## src/sv/bdte_pkg.sv

```systemverilog
// Shared constants, types and state encoding for the block delta trace encoder.
package bdte_pkg;

    localparam int MaxFrameWells = 4096;
    localparam int FrameAw       = $clog2(MaxFrameWells);
    localparam int MaxBlockWells = 16;
    localparam int BlkAw         = $clog2(MaxBlockWells);
    localparam int BlkCap        = (MaxBlockWells / 4) * 4;

    localparam logic signed [6:0] OffMax = 7'sd62;
    localparam logic signed [6:0] OffMin = -7'sd62;
    localparam logic [17:0]       Lim0   = 18'd7;
    localparam logic [17:0]       Lim1   = 18'd31;
    localparam logic [17:0]       Lim2   = 18'd127;

    localparam logic CFG_WPF = 1'b0;
    localparam logic CFG_WPB = 1'b1;

    typedef enum logic [1:0] {
        CODE_NIB,
        CODE_SIX,
        CODE_BYTE,
        CODE_RAW
    } t_code;

    typedef enum logic [3:0] {
        S_IDLE,
        S_READ,
        S_UPDATE,
        S_RAW0,
        S_RAW1,
        S_OFFS,
        S_SCAN,
        S_HDR,
        S_BODY
    } t_state;

    typedef struct packed {
        logic capture;
        logic rd;
        logic update;
        logic off_init;
        logic scan;
        logic emit_raw_lo;
        logic emit_raw_hi;
        logic emit_hdr;
        logic emit_body;
    } t_cmd;

    typedef struct packed {
        logic first;
        logic close;
        logic scan_done;
        logic out_free;
        logic body_last;
    } t_sts;

endpackage

```

## src/sv/bdte_ctrl.sv

```systemverilog
// Sequencing state machine for the block delta trace encoder.
module bdte_ctrl (
    input  logic            i_clk,
    input  logic            i_rst_n,
    input  logic            i_in_valid,
    output logic            o_in_ready,
    input  bdte_pkg::t_sts  i_sts,
    output bdte_pkg::t_cmd  o_cmd
);

    bdte_pkg::t_state r_state;
    bdte_pkg::t_state n_state;

    always_ff @(posedge i_clk) begin
        if (!i_rst_n) begin
            r_state <= bdte_pkg::S_IDLE;
        end else begin
            r_state <= n_state;
        end
    end

    always_comb begin
        n_state = r_state;
        unique case (r_state)
            bdte_pkg::S_IDLE: begin
                if (i_in_valid) n_state = bdte_pkg::S_READ;
            end
            bdte_pkg::S_READ: begin
                n_state = bdte_pkg::S_UPDATE;
            end
            bdte_pkg::S_UPDATE: begin
                if (i_sts.first) n_state = bdte_pkg::S_RAW0;
                else if (i_sts.close) n_state = bdte_pkg::S_OFFS;
                else n_state = bdte_pkg::S_IDLE;
            end
            bdte_pkg::S_RAW0: begin
                if (i_sts.out_free) n_state = bdte_pkg::S_RAW1;
            end
            bdte_pkg::S_RAW1: begin
                if (i_sts.out_free) n_state = bdte_pkg::S_IDLE;
            end
            bdte_pkg::S_OFFS: begin
                n_state = bdte_pkg::S_SCAN;
            end
            bdte_pkg::S_SCAN: begin
                if (i_sts.scan_done) n_state = bdte_pkg::S_HDR;
            end
            bdte_pkg::S_HDR: begin
                if (i_sts.out_free) n_state = bdte_pkg::S_BODY;
            end
            bdte_pkg::S_BODY: begin
                if (i_sts.out_free && i_sts.body_last) n_state = bdte_pkg::S_IDLE;
            end
            default: n_state = bdte_pkg::S_IDLE;
        endcase
    end

    always_comb begin
        o_cmd      = '0;
        o_in_ready = 1'b0;
        unique case (r_state)
            bdte_pkg::S_IDLE: begin
                o_in_ready    = 1'b1;
                o_cmd.capture = i_in_valid;
            end
            bdte_pkg::S_READ:   o_cmd.rd = 1'b1;
            bdte_pkg::S_UPDATE: o_cmd.update = 1'b1;
            bdte_pkg::S_RAW0:   o_cmd.emit_raw_lo = i_sts.out_free;
            bdte_pkg::S_RAW1:   o_cmd.emit_raw_hi = i_sts.out_free;
            bdte_pkg::S_OFFS:   o_cmd.off_init = 1'b1;
            bdte_pkg::S_SCAN:   o_cmd.scan = 1'b1;
            bdte_pkg::S_HDR:    o_cmd.emit_hdr = i_sts.out_free;
            bdte_pkg::S_BODY:   o_cmd.emit_body = i_sts.out_free;
            default: begin
                o_cmd = '0;
            end
        endcase
    end

endmodule

```

## config.mk

```make
export PLATFORM = sky130hd
export DESIGN_NAME = bdte_ctrl
export DESIGN_NICKNAME = d
export VERILOG_FILES = /design/src/sv/bdte_pkg.sv /design/src/sv/bdte_ctrl.sv
export SDC_FILE = /design/constraint.sdc
export NUM_CORES = 1
export LEC_CHECK = 0
export BUFFER_PORTS_ARGS = -buffer_cell sky130_fd_sc_hd__buf_4
export CORE_AREA = 2 2 39 41
export CTS_CLUSTER_DIAMETER = 200
export DETAILED_ROUTE_END_ITERATION = 8
export DIE_AREA = 0 0 41 43
export GPL_TIMING_DRIVEN = 0
export PLACE_DENSITY = 0.64
export REMOVE_ABC_BUFFERS = 1
export SLEW_MARGIN = 20
export SYNTH_ARGS = -nofsm -noshare
export SYNTH_HDL_FRONTEND = slang
export SYNTH_SLANG_ARGS = --single-unit
```

## constraint.sdc

```tcl
create_clock -name i_clk -period 2.42 [get_ports i_clk]
set_clock_uncertainty 0.05 [all_clocks]
set_input_delay 0.242 -clock i_clk [delete_from_list [all_inputs] [get_ports i_clk]]
set_output_delay 0.242 -clock i_clk [all_outputs]
set_load 0.01 [all_outputs]
```

Yosys cells after proc, flatten, opt, wreduce, memory -nomap -nowiden
Index checks and enable logic that the tools add are counted.
W data, S select, Z words.
{"block": "word_totals", "register_bits": 4, "inputBits": 8, "out_inout_bits": 10, "word_cells": 37}
{"block": "classes", "eq_ne": 14, "mux": 19, "reduce_logical": 3}
{"operator": "$pmux W4 S9", "n": 1}
{"operator": "$mux W4", "n": 6}
{"operator": "$eq A4 B3 Y1 const B", "n": 4}
{"operator": "$ne A2 B2 Y1 const B", "n": 6}
{"operator": "$mux W1", "n": 10}
{"operator": "$eq A4 B2 Y1 const B", "n": 2}
{"operator": "$mux W3", "n": 2}
{"operator": "$reduce_and A6 Y1", "n": 1}
{"operator": "$eq A4 B1 Y1 const B", "n": 1}
{"operator": "$eq A4 B4 Y1 const B", "n": 1}
{"operator": "$logic_not A4 Y1", "n": 1}
{"operator": "$logic_and A1 B1 Y1", "n": 1}

Longest topological paths before layout
{"block": "logic_depth", "depth_word": 3, "depth_mapped": 5, "mapped_depth_nobuf": 4}

Worst setup path before layout
No wires, ideal clock.
{"block": "synth_timing", "path_type": "register to output", "from": "register r_state[1]", "to": "output port o_cmd[8] (netlist name)", "arrival_time_ns": 1.078, "required_time_ns": 2.128, "path_slack_ns": 1.050, "stages_incl_launch_ff": 4, "path_buffers": 1, "cell_sequence": "dfxtp_1 buf_2 nor4_2 and2_1"}
{"item": "from (decl)", "line_no": "bdte_ctrl.sv:11", "rtl": "bdte_pkg::t_state r_state;"}
{"item": "from (signal assigned)", "line_no": "bdte_ctrl.sv:16", "rtl": "r_state <= bdte_pkg::S_IDLE;"}
{"item": "from (signal assigned)", "line_no": "bdte_ctrl.sv:18", "rtl": "r_state <= n_state;"}
{"item": "to (decl)", "line_no": "bdte_ctrl.sv:8", "rtl": "output bdte_pkg::t_cmd o_cmd"}

==> impl_results.md <==
* Outcome: finished, final reports clean
* Clk pwr share at between 20 and 30%
* Synth cell types at 28
* CTS Hold Buffers Added at 0
* Sequential group share of total power at about a third
* Final worst path period need at between 1.5 and 2 ns
* GR peak layer: met2
* DRT iter0 DRCs at 6
* Pin count of the biggest net entering global routing at 15
* Slew Viols, Final at 0
* Die H at approximately 43 um
* Warnings from Yosys at 0
* Period utilisation layout at 72.0%
* Post-route ant nets at 0
* Mapped Cells at 54
* Max Cap Viol at 0
* Tightest Hold Check Type: primary input to register
* Max reg flops at 4
* TritonRoute pass-1 iters at 3
* PortBufs at 17
* Slew HR at around 68%
* Setup_tns at 0 ns
* Leak Pwr at between 0.0002 and 0.00025 uW
* Grt ovf at 0
* Initial Util at a little under a third
* Peak supply drop at 0.276 mV
* Combinational Power Share at ~39%
* Yosys reg bits at 4
* Critical path arrival at around 1.5 ns
* PD cells at approximately 520 mW/mm^2
* M1 GR Usage at between 10% and 20%
* Ys flop type: dfxtp_1
* Clock root cell: clkbuf_4
* Post-Syn Area at 427 um^2
* Setup WS pre-CTS at between 0.9 and 1 ns
* Clk Latency, worst-skew pair at about 0.23 ns
* Die area at approximately 0.0018 mm^2
* Seq/Total Area, Yosys at about a fifth
* Crit Path Class: register to primary output
* GR Util met3 at approximately 4.7%
* CP Capture Type: primary output
* Fill cell count at 152
* CTS buffer count at 3
* Top cells by count, synth: nor2_1, nor3_1, dfxtp_1, nand2_1
* Die width at about 41 um
* Internal at slightly below 200 uW
* Total GRT Usage at between 10% and 20%
* Vias/cell at 5.00
* Slew @ Worst Pin at 0.485 ns
* Final hold violation count at 0
* R2R setup slack at 1.00 ns
* First-pass GRT wire length at around 1.5 mm
* Post-synth EDFFs at 0
* Reg clk slew, reported paths at around 0.04 ns
* CTS resizes at 0
* Clk sinks at 4
* M2 GR Usage at 17.5%
* # diodes at 0
* Wire length per cell at 10.9 um
* FP Rows at 14
* Leading area contributor after synthesis: dfxtp_1
* Core footprint at about 0.0014 mm^2
* Vias in the first global route at about 340
* Htree depth at 1
* Register with the most flip-flops: r_state
* Mean post-synth cell area at ~8 um^2
* Initial antenna violation count at 0
* CTS tree: yes
* Final WL at roughly 940 um
* Sw power at 95.4 uW
* Top cells by area, synth: dfxtp_1, buf_6, mux2i_1, nor4b_2, nor3_1
* Post-CTS setup buffer count at 0
* Async SR Flop Fraction at 0%
* DP Wirelength at around 710 um
* I/O pin count at 18
* Layout cells sized above 1 at a little over a third
* Setup crit start kind: register
* Via count at 430
* F_max at 574 MHz
* Area delta synth->final at 30.8%
* Critical Path RT at ~2.1 ns
* Critical path peak fanout at 12
* Regs by FF count: r_state (4)
* Post-layout nets at 80
* Drt drc at 0
* RePlAce Congestion at just over 0.7
* RSZ-0062 raised after global routing: false
* Sw Ratio at roughly 33%
* Share of the synthesized area in the top cell type at 18.8%
* Final setup violation count at 0
* Post-route worst setup slack at about 0.68 ns
* Clk buf depth at 2
## kinds of logic after synthesis
logic type | synth area share [%]
xor gates and xnor gates | 4.11
DFF | 18.8
and+or+nand+nor | 46.3
AOI/OAI and AO/OA | 12.9
buffers and inverters | 10.8
muxes | 7.04
## power groups by stage
stage / clock, uW / combinational [uW] / sequential, uW
after global placement: 0 / 111 / 98.9
after global routing: 90.8 / 125 / 101
final: 79.1 / 111 / 98.3
after floorplan: 0 / 70.6 / 92.6
after CTS: 84.1 / 113 / 98.7
after detailed placement: 0 / 112 / 99.6
## path summary, 6_finish.rpt
kind | startpoint | end | cells after the start
setup / recovery | r_state[1]$_SDFFE_PN0P_ | o_cmd[1] | 4
hold / removal | i_rst_n | r_state[3]$_SDFFE_PN0P_ | 2
setup reg to reg | r_state[1]$_SDFFE_PN0P_ | r_state[0]$_SDFFE_PN0P_ | 4
hold reg to reg | r_state[0]$_SDFFE_PN0P_ | r_state[0]$_SDFFE_PN0P_ | 2
## placed cells by master (no fill, tap or decap), drive strengths merged
cell	n
a21oi	1
o21a	1
clkbuf	3
nand3b	2
or2b	1
nor2b	2
a22oi	1
nor3b	1
buf	17
nor4	1
o21ai	4
inv	2
o21ba	1
nand2	5
nor2	5
xnor2	1
dfxtp	4
nand2b	1
xor2	1
and2	3
nand4b	1
nand3	1
and3b	1
nor3	5
nor4b	2
mux2i	3
## through the flow
step	cell area [um^2]	instances	hold slack, ns	utilization (%)	total power (uW)
final	558	86	0.213	40.3	289
after global routing	558	86	0.217	40.3	316
after CTS	558	86	0.211	40.3	295
after detailed placement	536	83	0.455	38.7	212
after global placement	536	83	0.458	38.7	210
after floorplan	388	50	0.310	-	163
## worst max-delay path, stage by stage, from the launching register on
cell and delay [ns]:
dfxtp_1 0.56, nor2b_1 0.27, nand2_1 0.11, nor2_1 0.14, buf_4 0.14
## cell type report
type	instances	area, um^2	share of cell area, %
inverter	2	7.51	1.35
timing repair buffer	17	128	22.9
multi-input combinational	44	300	53.8
tap	16	20.0	3.59
sequential	4	80.1	14.3
clock buffer	3	22.5	4.04
## metal layers
layer	wire length [um]	part of all wire (%)
met4	0	0
met5	0	0
met2	420	45
met1	462	49
met3	57	6.1
(Power assumes the default switching activity.)
